<file path="src/rtl/assert_macros.svh">
// assertion macros included by the rtl decoder core
`ifndef ASSERT_MACROS_SVH
`define ASSERT_MACROS_SVH

// property that must hold at every clock edge outside reset
`define ASSERT_ALWAYS(label, clk, rst_n, prop, msg) \
    label: assert property (@(posedge clk) disable iff (!(rst_n)) (prop)) else $error(msg);

// antecedent implies consequent in the same cycle
`define ASSERT_IMPLY(label, clk, rst_n, ante, cons, msg) \
    label: assert property (@(posedge clk) disable iff (!(rst_n)) (ante) |-> (cons)) \
        else $error(msg);

`endif

</file>
<file path="src/rtl/tfd_pkg.sv">
// constants, codes and crc helper for the tag frame decoder
`timescale 1ns / 1ps
`default_nettype none

package tfd_pkg;

    // default payload buffer depth
    localparam int unsigned PAYLOAD_DEPTH_DEF = 32;

    // crc-32, reflected form
    localparam logic [31:0] CRC_POLY = 32'hEDB88320;
    localparam logic [31:0] CRC_INIT = 32'hFFFFFFFF;

    // printable ascii range
    localparam logic [7:0] ASCII_LO = 8'h20;
    localparam logic [7:0] ASCII_HI = 8'h7E;

    // register reset values
    localparam logic [7:0] VERSION_RST = 8'h01;
    localparam logic [5:0] MIN_LEN_RST = 6'd2;
    localparam logic [5:0] MAX_LEN_RST = 6'd30;

    // byte counter limit and framing overhead (version, length, four crc bytes)
    localparam logic [8:0] COUNT_MAX      = 9'd511;
    localparam logic [8:0] OVERHEAD_BYTES = 9'd6;
    localparam logic [8:0] CRC_BYTES      = 9'd4;
    localparam logic [8:0] HDR_BYTES      = 9'd2;

    // configuration register indexes
    localparam logic [1:0] REG_VERSION = 2'd0;
    localparam logic [1:0] REG_MIN_LEN = 2'd1;
    localparam logic [1:0] REG_MAX_LEN = 2'd2;

    // status codes
    typedef enum logic [2:0] {
        ST_OK      = 3'd0,
        ST_SHORT   = 3'd1,
        ST_VERSION = 3'd2,
        ST_LENGTH  = 3'd3,
        ST_ASCII   = 3'd4,
        ST_CRC     = 3'd5
    } t_status;

    // result kinds
    localparam logic KIND_STATUS  = 1'b0;
    localparam logic KIND_PAYLOAD = 1'b1;

    // one byte of the reflected crc update
    function automatic logic [31:0] crc_byte(input logic [31:0] crc, input logic [7:0] b);
        logic [31:0] c;
        c = crc ^ {24'd0, b};
        for (int k = 0; k < 8; k++) begin
            c = c[0] ? ((c >> 1) ^ CRC_POLY) : (c >> 1);
        end
        return c;
    endfunction

endpackage

`default_nettype wire

</file>
<file path="src/rtl/tag_frame_decoder_core.sv">
// Tag frame decoder: checks version, length, ascii payload and crc-32 of byte-wise tags.
// Input stream s_axis: one tag byte per request in tdata, tlast on the final byte.
// Output stream m_axis: results; tuser is the kind (0 status, 1 payload byte),
// tlast marks the last result caused by a final byte.
// Config channel i_cfg_*: index 0 expected version, 1 min length, 2 max length;
// always ready, write only while the block is idle.
// Non-final bytes are taken back to back while idle. After a final byte the
// status stage reads the frame registers and loads the status into the output
// register once it is free. A valid tag then streams its payload from the
// buffer memory through a registered read at one byte per cycle while the
// receiver does not stall; the input is held off until the last payload byte
// sits in the output register.
// Reset (synchronous, active low) clears config to 1/2/30, the frame state and
// the output valid; the payload memory has no reset and needs no clearing pass.
// When the receiver stalls, the output register holds its result and the
// status or payload stage waits; input bytes are still taken while the last
// result of a tag waits.
`timescale 1ns / 1ps
`default_nettype none

`include "assert_macros.svh"

module tag_frame_decoder_core #(
    parameter int unsigned PAYLOAD_DEPTH = tfd_pkg::PAYLOAD_DEPTH_DEF
) (
    input  wire logic        i_clk,
    input  wire logic        i_rst_n,
    // input stream
    input  wire logic        s_axis_tvalid,
    output logic             s_axis_tready,
    input  wire logic [7:0]  s_axis_tdata,   // [7:0] tag_byte
    input  wire logic        s_axis_tlast,   // final_byte
    // output stream
    output logic             m_axis_tvalid,
    input  wire logic        m_axis_tready,
    output logic [23:0]      m_axis_tdata,   // [2:0] status_code, [10:3] payload_byte,
                                             // [18:11] payload_length, [23:19] zero
    output logic             m_axis_tuser,   // item_kind
    output logic             m_axis_tlast,   // run_end
    // configuration writes
    input  wire logic        i_cfg_valid,
    output logic             o_cfg_ready,
    input  wire logic [1:0]  i_cfg_index,
    input  wire logic [7:0]  i_cfg_data
);

    localparam int unsigned AW = (PAYLOAD_DEPTH > 1) ? $clog2(PAYLOAD_DEPTH) : 1;
    localparam int unsigned CW = $clog2(PAYLOAD_DEPTH + 1);
    localparam logic [8:0]  DEPTH9 = 9'(PAYLOAD_DEPTH);

    typedef enum logic [2:0] {
        S_IDLE   = 3'b001,
        S_STATUS = 3'b010,
        S_DRAIN  = 3'b100
    } t_state;

    // configuration registers
    logic [7:0] r_exp_version;
    logic [5:0] r_min_len;
    logic [5:0] r_max_len;

    // frame state
    t_state      r_state;
    logic [8:0]  r_count;
    logic [7:0]  r_len;
    logic [31:0] r_crc;
    logic [31:0] r_rx_crc;
    logic        r_ver_bad;
    logic        r_ascii_bad;

    // payload buffer and read side
    logic [7:0]    r_mem [PAYLOAD_DEPTH];
    logic [7:0]    r_mem_q;
    logic [CW-1:0] r_cnt;
    logic          r_pend;

    // output register
    logic          r_out_valid;
    logic [2:0]    r_out_status;
    logic [7:0]    r_out_byte;
    logic [7:0]    r_out_len;
    logic          r_out_kind;
    logic          r_out_end;

    logic             in_req;
    logic             out_free;
    logic [8:0]       idx;
    logic [8:0]       trl;
    logic             is_payload;
    logic             mem_we;
    logic             byte_bad;
    tfd_pkg::t_status st;
    logic             st_end;
    logic             load_status;
    logic             rd_issue;
    logic             load_pay;
    logic             drain_last;

    assign s_axis_tready = (r_state == S_IDLE);
    assign o_cfg_ready   = 1'b1;
    assign in_req        = s_axis_tvalid && s_axis_tready;
    assign out_free      = !r_out_valid || m_axis_tready;

    // position of the incoming byte inside the tag
    assign idx        = r_count - tfd_pkg::HDR_BYTES;
    assign trl        = idx - {1'b0, r_len};
    assign is_payload = (r_count >= tfd_pkg::HDR_BYTES) && (idx < {1'b0, r_len});
    assign mem_we     = in_req && is_payload && (idx < DEPTH9);
    assign byte_bad   = (s_axis_tdata < tfd_pkg::ASCII_LO) || (s_axis_tdata > tfd_pkg::ASCII_HI);

    // status checks in priority order
    always_comb begin
        if (r_count < tfd_pkg::OVERHEAD_BYTES) begin
            st = tfd_pkg::ST_SHORT;
        end else if (r_ver_bad) begin
            st = tfd_pkg::ST_VERSION;
        end else if ({1'b0, r_count} != ({2'b0, r_len} + {1'b0, tfd_pkg::OVERHEAD_BYTES})) begin
            st = tfd_pkg::ST_LENGTH;
        end else if (r_ascii_bad || (r_len < {2'b0, r_min_len}) || (r_len > {2'b0, r_max_len})
                     || ({1'b0, r_len} > DEPTH9)) begin
            st = tfd_pkg::ST_ASCII;
        end else if (r_rx_crc != ~r_crc) begin
            st = tfd_pkg::ST_CRC;
        end else begin
            st = tfd_pkg::ST_OK;
        end
    end

    assign st_end      = (st != tfd_pkg::ST_OK) || (r_len == 8'd0);
    assign load_status = (r_state == S_STATUS) && out_free;

    // drain: one read in flight, next read issued as the previous byte moves out
    assign rd_issue   = (r_state == S_DRAIN) && (9'(r_cnt) < {1'b0, r_len})
                        && (!r_pend || out_free);
    assign load_pay   = (r_state == S_DRAIN) && r_pend && out_free;
    assign drain_last = load_pay && (9'(r_cnt) == {1'b0, r_len});

    // configuration writes
    always_ff @(posedge i_clk) begin
        if (!i_rst_n) begin
            r_exp_version <= tfd_pkg::VERSION_RST;
            r_min_len     <= tfd_pkg::MIN_LEN_RST;
            r_max_len     <= tfd_pkg::MAX_LEN_RST;
        end else if (i_cfg_valid) begin
            unique case (i_cfg_index)
                tfd_pkg::REG_VERSION: r_exp_version <= i_cfg_data;
                tfd_pkg::REG_MIN_LEN: r_min_len     <= i_cfg_data[5:0];
                tfd_pkg::REG_MAX_LEN: r_max_len     <= i_cfg_data[5:0];
                default: ;
            endcase
        end
    end

    // payload buffer; no read and write can meet since input is held during drain
    always_ff @(posedge i_clk) begin
        if (mem_we) begin
            r_mem[idx[AW-1:0]] <= s_axis_tdata;
        end
        if (rd_issue) begin
            r_mem_q <= r_mem[r_cnt[AW-1:0]];
        end
    end

    // frame state and sequencing
    always_ff @(posedge i_clk) begin
        if (!i_rst_n) begin
            r_state     <= S_IDLE;
            r_count     <= '0;
            r_len       <= '0;
            r_crc       <= tfd_pkg::CRC_INIT;
            r_rx_crc    <= '0;
            r_ver_bad   <= 1'b0;
            r_ascii_bad <= 1'b0;
            r_cnt       <= '0;
            r_pend      <= 1'b0;
        end else begin
            unique case (r_state)
                S_IDLE: begin
                    if (in_req) begin
                        if (r_count == 9'd0) begin
                            r_ver_bad <= (s_axis_tdata != r_exp_version);
                        end else if (r_count == 9'd1) begin
                            r_len <= s_axis_tdata;
                        end else if (is_payload) begin
                            if (byte_bad) begin
                                r_ascii_bad <= 1'b1;
                            end
                            r_crc <= tfd_pkg::crc_byte(r_crc, s_axis_tdata);
                        end else if (trl < tfd_pkg::CRC_BYTES) begin
                            r_rx_crc <= r_rx_crc | ({24'd0, s_axis_tdata} << {trl[1:0], 3'b000});
                        end
                        if (r_count < tfd_pkg::COUNT_MAX) begin
                            r_count <= r_count + 9'd1;
                        end
                        if (s_axis_tlast) begin
                            r_state <= S_STATUS;
                        end
                    end
                end
                S_STATUS: begin
                    if (load_status) begin
                        r_cnt  <= '0;
                        r_pend <= 1'b0;
                        if (st_end) begin
                            r_state     <= S_IDLE;
                            r_count     <= '0;
                            r_len       <= '0;
                            r_crc       <= tfd_pkg::CRC_INIT;
                            r_rx_crc    <= '0;
                            r_ver_bad   <= 1'b0;
                            r_ascii_bad <= 1'b0;
                        end else begin
                            r_state <= S_DRAIN;
                        end
                    end
                end
                S_DRAIN: begin
                    if (rd_issue) begin
                        r_cnt  <= r_cnt + CW'(1);
                        r_pend <= 1'b1;
                    end else if (load_pay) begin
                        r_pend <= 1'b0;
                    end
                    if (drain_last) begin
                        r_state     <= S_IDLE;
                        r_count     <= '0;
                        r_len       <= '0;
                        r_crc       <= tfd_pkg::CRC_INIT;
                        r_rx_crc    <= '0;
                        r_ver_bad   <= 1'b0;
                        r_ascii_bad <= 1'b0;
                    end
                end
                default: r_state <= S_IDLE;
            endcase
        end
    end

    // output register valid
    always_ff @(posedge i_clk) begin
        if (!i_rst_n) begin
            r_out_valid <= 1'b0;
        end else if (load_status || load_pay) begin
            r_out_valid <= 1'b1;
        end else if (m_axis_tready) begin
            r_out_valid <= 1'b0;
        end
    end

    // output register payload
    always_ff @(posedge i_clk) begin
        if (load_status) begin
            r_out_kind   <= tfd_pkg::KIND_STATUS;
            r_out_status <= st;
            r_out_byte   <= 8'd0;
            r_out_len    <= r_len;
            r_out_end    <= st_end;
        end else if (load_pay) begin
            r_out_kind   <= tfd_pkg::KIND_PAYLOAD;
            r_out_status <= tfd_pkg::ST_OK;
            r_out_byte   <= r_mem_q;
            r_out_len    <= r_len;
            r_out_end    <= (9'(r_cnt) == {1'b0, r_len});
        end
    end

    assign m_axis_tvalid = r_out_valid;
    assign m_axis_tdata  = {5'd0, r_out_len, r_out_byte, r_out_status};
    assign m_axis_tuser  = r_out_kind;
    assign m_axis_tlast  = r_out_end;

    // checks
    `ASSERT_IMPLY(a_pend_in_drain, i_clk, i_rst_n, r_pend, r_state == S_DRAIN,
        "read in flight outside drain")
    `ASSERT_IMPLY(a_drain_bound, i_clk, i_rst_n, r_state == S_DRAIN,
        9'(r_cnt) <= {1'b0, r_len}, "drain read past declared length")
    `ASSERT_IMPLY(a_payload_ok, i_clk, i_rst_n, r_out_valid && r_out_kind == tfd_pkg::KIND_PAYLOAD,
        r_out_status == tfd_pkg::ST_OK, "payload result with nonzero status")
    `ASSERT_ALWAYS(a_status_entry, i_clk, i_rst_n,
        $rose(r_state == S_STATUS) |-> $past(in_req && s_axis_tlast),
        "status stage entered without a final byte")

endmodule

`default_nettype wire
</file>
<file path="config.mk">
export PLATFORM = sky130hd
export DESIGN_NAME = tag_frame_decoder_core
export DESIGN_NICKNAME = d
export VERILOG_FILES = /design/src/rtl/tfd_pkg.sv /design/src/rtl/tag_frame_decoder_core.sv
export VERILOG_INCLUDE_DIRS = /design/src /design/src/rtl
export SDC_FILE = /design/constraint.sdc
export NUM_CORES = 1
export LEC_CHECK = 0
export ABC_AREA = 1
export BUFFER_PORTS_ARGS = -buffer_cell sky130_fd_sc_hd__buf_4
export CORE_MARGIN = 2
export CORE_UTILIZATION = 60
export CTS_CLUSTER_SIZE = 20
export DETAILED_ROUTE_END_ITERATION = 7
export PLACE_DENSITY = 0.82
export SLEW_MARGIN = 0
export SYNTH_ARGS = -nofsm -noshare
export SYNTH_HDL_FRONTEND = slang
export SYNTH_SLANG_ARGS = --single-unit
</file>
<file path="constraint.sdc">
create_clock -name i_clk -period 4.9 [get_ports i_clk]
set_input_delay 0.98 -clock i_clk [delete_from_list [all_inputs] [get_ports i_clk]]
set_output_delay 0.98 -clock i_clk [all_outputs]
set_load 0.05 [all_outputs]
</file>
# After elaboration in Yosys (flattened, before gate mapping)
# Memory sizes are Yosys's and may differ from the RTL's. A register that Yosys moved wholly into a read port is not among the register bits.
# Cells that the tools add are included.
# op_classes
addsub	5
magnitude_cmp	12
eq_ne	26
shifts	1
muxes	78
bitwise	11
n_reduce_logical	40
# op_table
cell	count
$mux W32	23
$pmux W32 S3	2
$not A13 Y14	8
$mux W8	8
$mux W9	5
$mux W3	12
$ne A32 B32 Y1	1
$not A32 Y32	1
$or A32 B32 Y32	1
$shl A8 B5 Y32	1
$xor A32 B8 Y32	1
$pmux W9 S3	1
$pmux W8 S3	1
$mux W1	19
$lt A9 B3 Y1 const B	2
$reduce_and A9 Y1	2
$ne A2 B1 Y1 const B	8
$ne A2 B2 Y1 const B	7
$mux W6	2
$pmux W6 S2	1
$reduce_and A6 Y1	2
$logic_and A1 B1 Y1	10
$add A8 B3 Y9 const B	1
$add A9 B1 Y9 const B	1
other kinds (38)	53
# word_totals
register_bits	135
mem_bits_rw	256
output_inout_bits	29
memories	1
# mem_list
memory	depth	width	read_ports	rd_clocked_by_memory_dff	write_ports	line_no	rtl
r_mem	32	8	1	1	1	tag_frame_decoder_core.sv:72	logic [7:0] r_mem [PAYLOAD_DEPTH];

# Depth between registers and ports, before layout
# logic_depth
ltp_word	22
ltp_mapped	20
ltp_nobuf	20

# Least setup slack after synthesis
# Ideal clock, no wire load.
# synth_path
path_type	register to register
start	reg r_count[1]
end	mem r_mem[0][0], enable pin
setup_ns	0.370
arrival_ns	2.927
required_ns	4.530
slack_ns	1.603
path_stages_with_launch	17
n_path_buf	0
synth_period_minus_slack_ns	3.297
cell_sequence	dfxtp_1 -> inv_1 -> ha_1 -> nand2_1 -> nor2_1 -> xor2_1 -> inv_1 -> ha_1 -> nand2_1 -> inv_1 -> a21boi_0 -> nand2_1 -> nand2_1 -> nand3_1 -> nor3_1 -> nand2_1 -> nor2_1
# synth_between
elab_chain_len	7
elab_cells_between_ends	9
# synth_rtl
item	line_no	rtl
start: declaration	tag_frame_decoder_core.sv:64	logic [8:0] r_count;
start signal: assignment	tag_frame_decoder_core.sv:193	r_count <= r_count + 9'd1;
$sub A9 B2 Y9	tag_frame_decoder_core.sv:105	assign idx = r_count - tfd_pkg::HDR_BYTES;
$lt A9 B8 Y1	tag_frame_decoder_core.sv:107	assign is_payload = (r_count >= tfd_pkg::HDR_BYTES) && (idx < {1'b0, r_len});
$logic_and A1 B1 Y1	tag_frame_decoder_core.sv:107	
$logic_and A1 B1 Y1 (2 in a row)	tag_frame_decoder_core.sv:108	assign mem_we = in_req && is_payload && (idx < DEPTH9);
$mux W1	tag_frame_decoder_core.sv:156	if (mem_we) begin
$mux W1 (implied by the code)	tag_frame_decoder_core.sv:157	r_mem[idx[AW-1:0]] <= s_axis_tdata;
end: declaration	tag_frame_decoder_core.sv:72	
# Several ways; a longest one is shown, not always the timed one.

# Worst setup path after layout
# layout_path
start	reg r_count[1]
end	mem r_mem[22][3], enable pin
# The elaborated chain is that of the path after synthesis.

==> metrics <==
status finished, final reports clean; internal power 0.00726 W; RSZ-0062 raised after global routing no; Initial Util 61.1%; top post-synthesis cells by area edfxtp_1, dfxtp_1, nand2_1; I/O pin cnt 53; number of buffers created by CTS 42; Post-CTS Setup Repair Bufs 0; First-pass DRT Iterations 6; Post-Place Worst Slack 0.621 ns; Tot Pwr approximately 0.012 W; GRT Util Overall 31.7%; Die Wd around 180 um; DRC 0; dominant cell by count in the synthesized netlist nand2_1; post-synthesis cell area between 0.015 and 0.02 mm2; Hold Buf Count CTS 0; Max-Cap Viols 0; GP Congestion approximately 0.96; warnings from Yosys 0; Hold WC Path Type register to register; Clock Skew approximately 0.017 ns; Reg clk slew, reported paths 0.06 ns; CP required about 5.1 ns; Final WS setup 0.462 ns; Core Rows 65; Clock Power Share 26.9%; vias in the first global route ~15,000; Distinct cells, synth between 50 and 60; H-tree Lvls 2; Max Fclk approximately 230 MHz; Post-Syn Area per Cell ~9.2 um2; area leader, netlist edfxtp_1; drt via density roughly 6.3; number of synthesized flops with an enable pin roughly 280; CTS tree built; Crit. End Element register; crit start category register; core area between 0.03 and 0.04 mm2; Pleak 8.22 nW; first-pass GRT wire length 82,200 um; DIE AREA approximately 0.034 mm2; clk_lat worst skew 0.55 ns; CTS resizes 0; number of vias in the routed layout 15,906; Combinational Power Share approximately 39%; fill count 2,354; maximum clock path buffer count 3; Die Y-Extent approximately 180 um; Sequential Power Share 34.4%; Worst Tran Pin Value 1.05 ns; initial antenna violation count 1; most frequent cells after synthesis nand2_1, nor2_1, edfxtp_1; Min Hold Slack 0.464 ns; dpl hpwl about 35,000 um; Setup CP Type register to register; Psw just under 0.005 W; share of the yosys chip area belonging to registers between 50% and 60%; Area Overhead vs Synth 9.74%; Slew Limit Fails 0; Worst Path Max Fanout 8; min Tclk post-route approximately 4.4 ns; clock sinks ~400; Ant. Diodes 0; Post-Route Utilization between 60% and 70%; Sw Ratio roughly two fifths; register bit count reported by yosys roughly 400; asr flop ratio synth 0%; Synth top area share a little over two fifths; setup_tns 0 ns; share of layout cells above drive strength 1 8.13%; post-DR wirelength/cell 21.1 um; Setup violations, final 0; Max transition margin a little under a third; areal power density over the cells between 500 and 600 mW/mm2; Routed WL approximately 53,000 um; final antenna-violating net count 0; signal arrival time at the worst endpoint about 4.6 ns; DR iter-0 viols between 2,000 and 2,500; ys flop type edfxtp_1; Root Buffer clkbuf_16; Tcrit/Tclk final ~91%; maximum vdd ir drop 0.000418 V; Mapped Cells around 2,100; IO Port Bufs 46; largest net degree at the start of global routing 100; fin nets between 2,000 and 2,500; total gr overflow 0; Hold Fails Final Rpt 0
-- final timing paths --
| path | startpoint | to | slack [ns] | cells past startpoint |
|---|---|---|---|---|
| min reg2reg | r_pend | r_pend | 0.46 | 2 |
| max | r_count[1] | r_mem[22][3] | 0.46 | 14 |
| max reg2reg | r_count[1] | r_mem[22][3] | 0.46 | 14 |
| min | r_pend | r_pend | 0.46 | 2 |
-- layout by cell type (no fill, tap or decap), types with 3 or more instances in the layout --
master / synthesis / layout
xnor2_1: 30 / 30
clkinv_1: 4 / 13
bufinv_16: 0 / 6
conb_1: 2 / 6
a21oi_1: 99 / 99
or2_2: 5 / 5
nor2_1: 295 / 294
xor2_1: 52 / 52
xnor2_2: 3 / 3
clkbuf_16: 0 / 43
a31oi_1: 6 / 6
and2_1: 3 / 3
a31o_2: 8 / 8
o211ai_1: 24 / 24
buf_4: 14 / 66
o22ai_1: 37 / 37
clkinv_2: 0 / 6
o31ai_1: 3 / 3
edfxtp_1: 276 / 276
nor2_2: 4 / 5
nor3_1: 18 / 18
o221ai_1: 30 / 30
dfxtp_1: 123 / 121
o21a_1: 6 / 6
inv_2: 5 / 5
ha_1: 34 / 34
o21ai_1: 3 / 3
nand4_1: 50 / 50
o21ai_0: 194 / 194
nor2_4: 3 / 3
inv_1: 159 / 158
nand2_1: 360 / 360
clkbuf_1: 77 / 6
nand3_1: 121 / 121
-- stage by stage --
step	area, um2	instances
2_1_floorplan	19300	2103
6_report	21200	2530
3_3_place_gp	19800	2454
5_1_grt	21200	2530
3_5_place_dp	19800	2454
4_1_cts	21200	2530
-- power by group through the flow --
stage	Sequential, W	Combinational [W]	Clock (W)
6_report	0.00416	0.00469	0.00326
4_1_cts	0.00415	0.00459	0.00326
2_1_floorplan	0.00423	0.00347	0
5_1_grt	0.00418	0.00518	0.00340
3_3_place_gp	0.00421	0.00444	0
3_5_place_dp	0.00421	0.00455	0
-- sequential cells by signal, summed over array words and instances, names as in the netlist, 3 cells and up --
signal and flops:
r_mem_q 8, r_rx_crc 32, r_out_len 8, r_cnt 6
r_out_status 3, r_len 8, r_count 9, r_out_byte 8
r_max_len 6, r_mem 256, r_state 3, r_min_len 6
r_crc 32, r_exp_version 8
-- cell type report --
class | instances | area, um2 | share of cell area (%)
sequential | 399 | 10800 | 50.7
inverter | 168 | 632 | 2.98
clock inverter | 27 | 313 | 1.47
tap | 402 | 503 | 2.37
multi-input combinational | 1419 | 7410 | 35.0
timing repair buffer | 66 | 495 | 2.34
clock buffer | 49 | 1100 | 5.18
-- worst max-delay path, cell delays in order, from the launching register on --
cell,delay [ns]
dfxtp_1,0.48
inv_1,0.21
ha_1,0.27
xnor2_1,0.32
inv_1,0.18
ha_1,0.38
nand2_1,0.11
inv_1,0.06
nand3_1,0.07
nand2_1,0.08
nand2_1,0.08
nand3_1,0.12
nor3_1,0.48
nand2_1,0.54
nor2_1,0.70
-- logic make-up (layout without fill, tap and decap cells) --
logic type               count (synthesis)  after routing  share of synthesized area, %
AND/OR/NAND/NOR                        870            870                          19.1
other                                    2              6                        0.0389
XOR/XNOR                                87             87                          4.19
adder cells (fa/ha/maj)                 35             35                          2.30
buffers and inverters                  285            310                          6.12
flip-flops                             399            399                          55.6
AO/OA/AOI/OAI                          421            421                          12.6
-- per-layer routing --
layer / GRT usage (%) / wire length (um) / up-vias
met5: 0 / 13 / -
met4: 14.1 / 2150 / 2
met3: 6.87 / 6340 / 170
met2: 48.0 / 23900 / 1065
met1: 44.1 / 21000 / 7457
li1: - / - / 7212
Power figures use the tool's default switching activity.
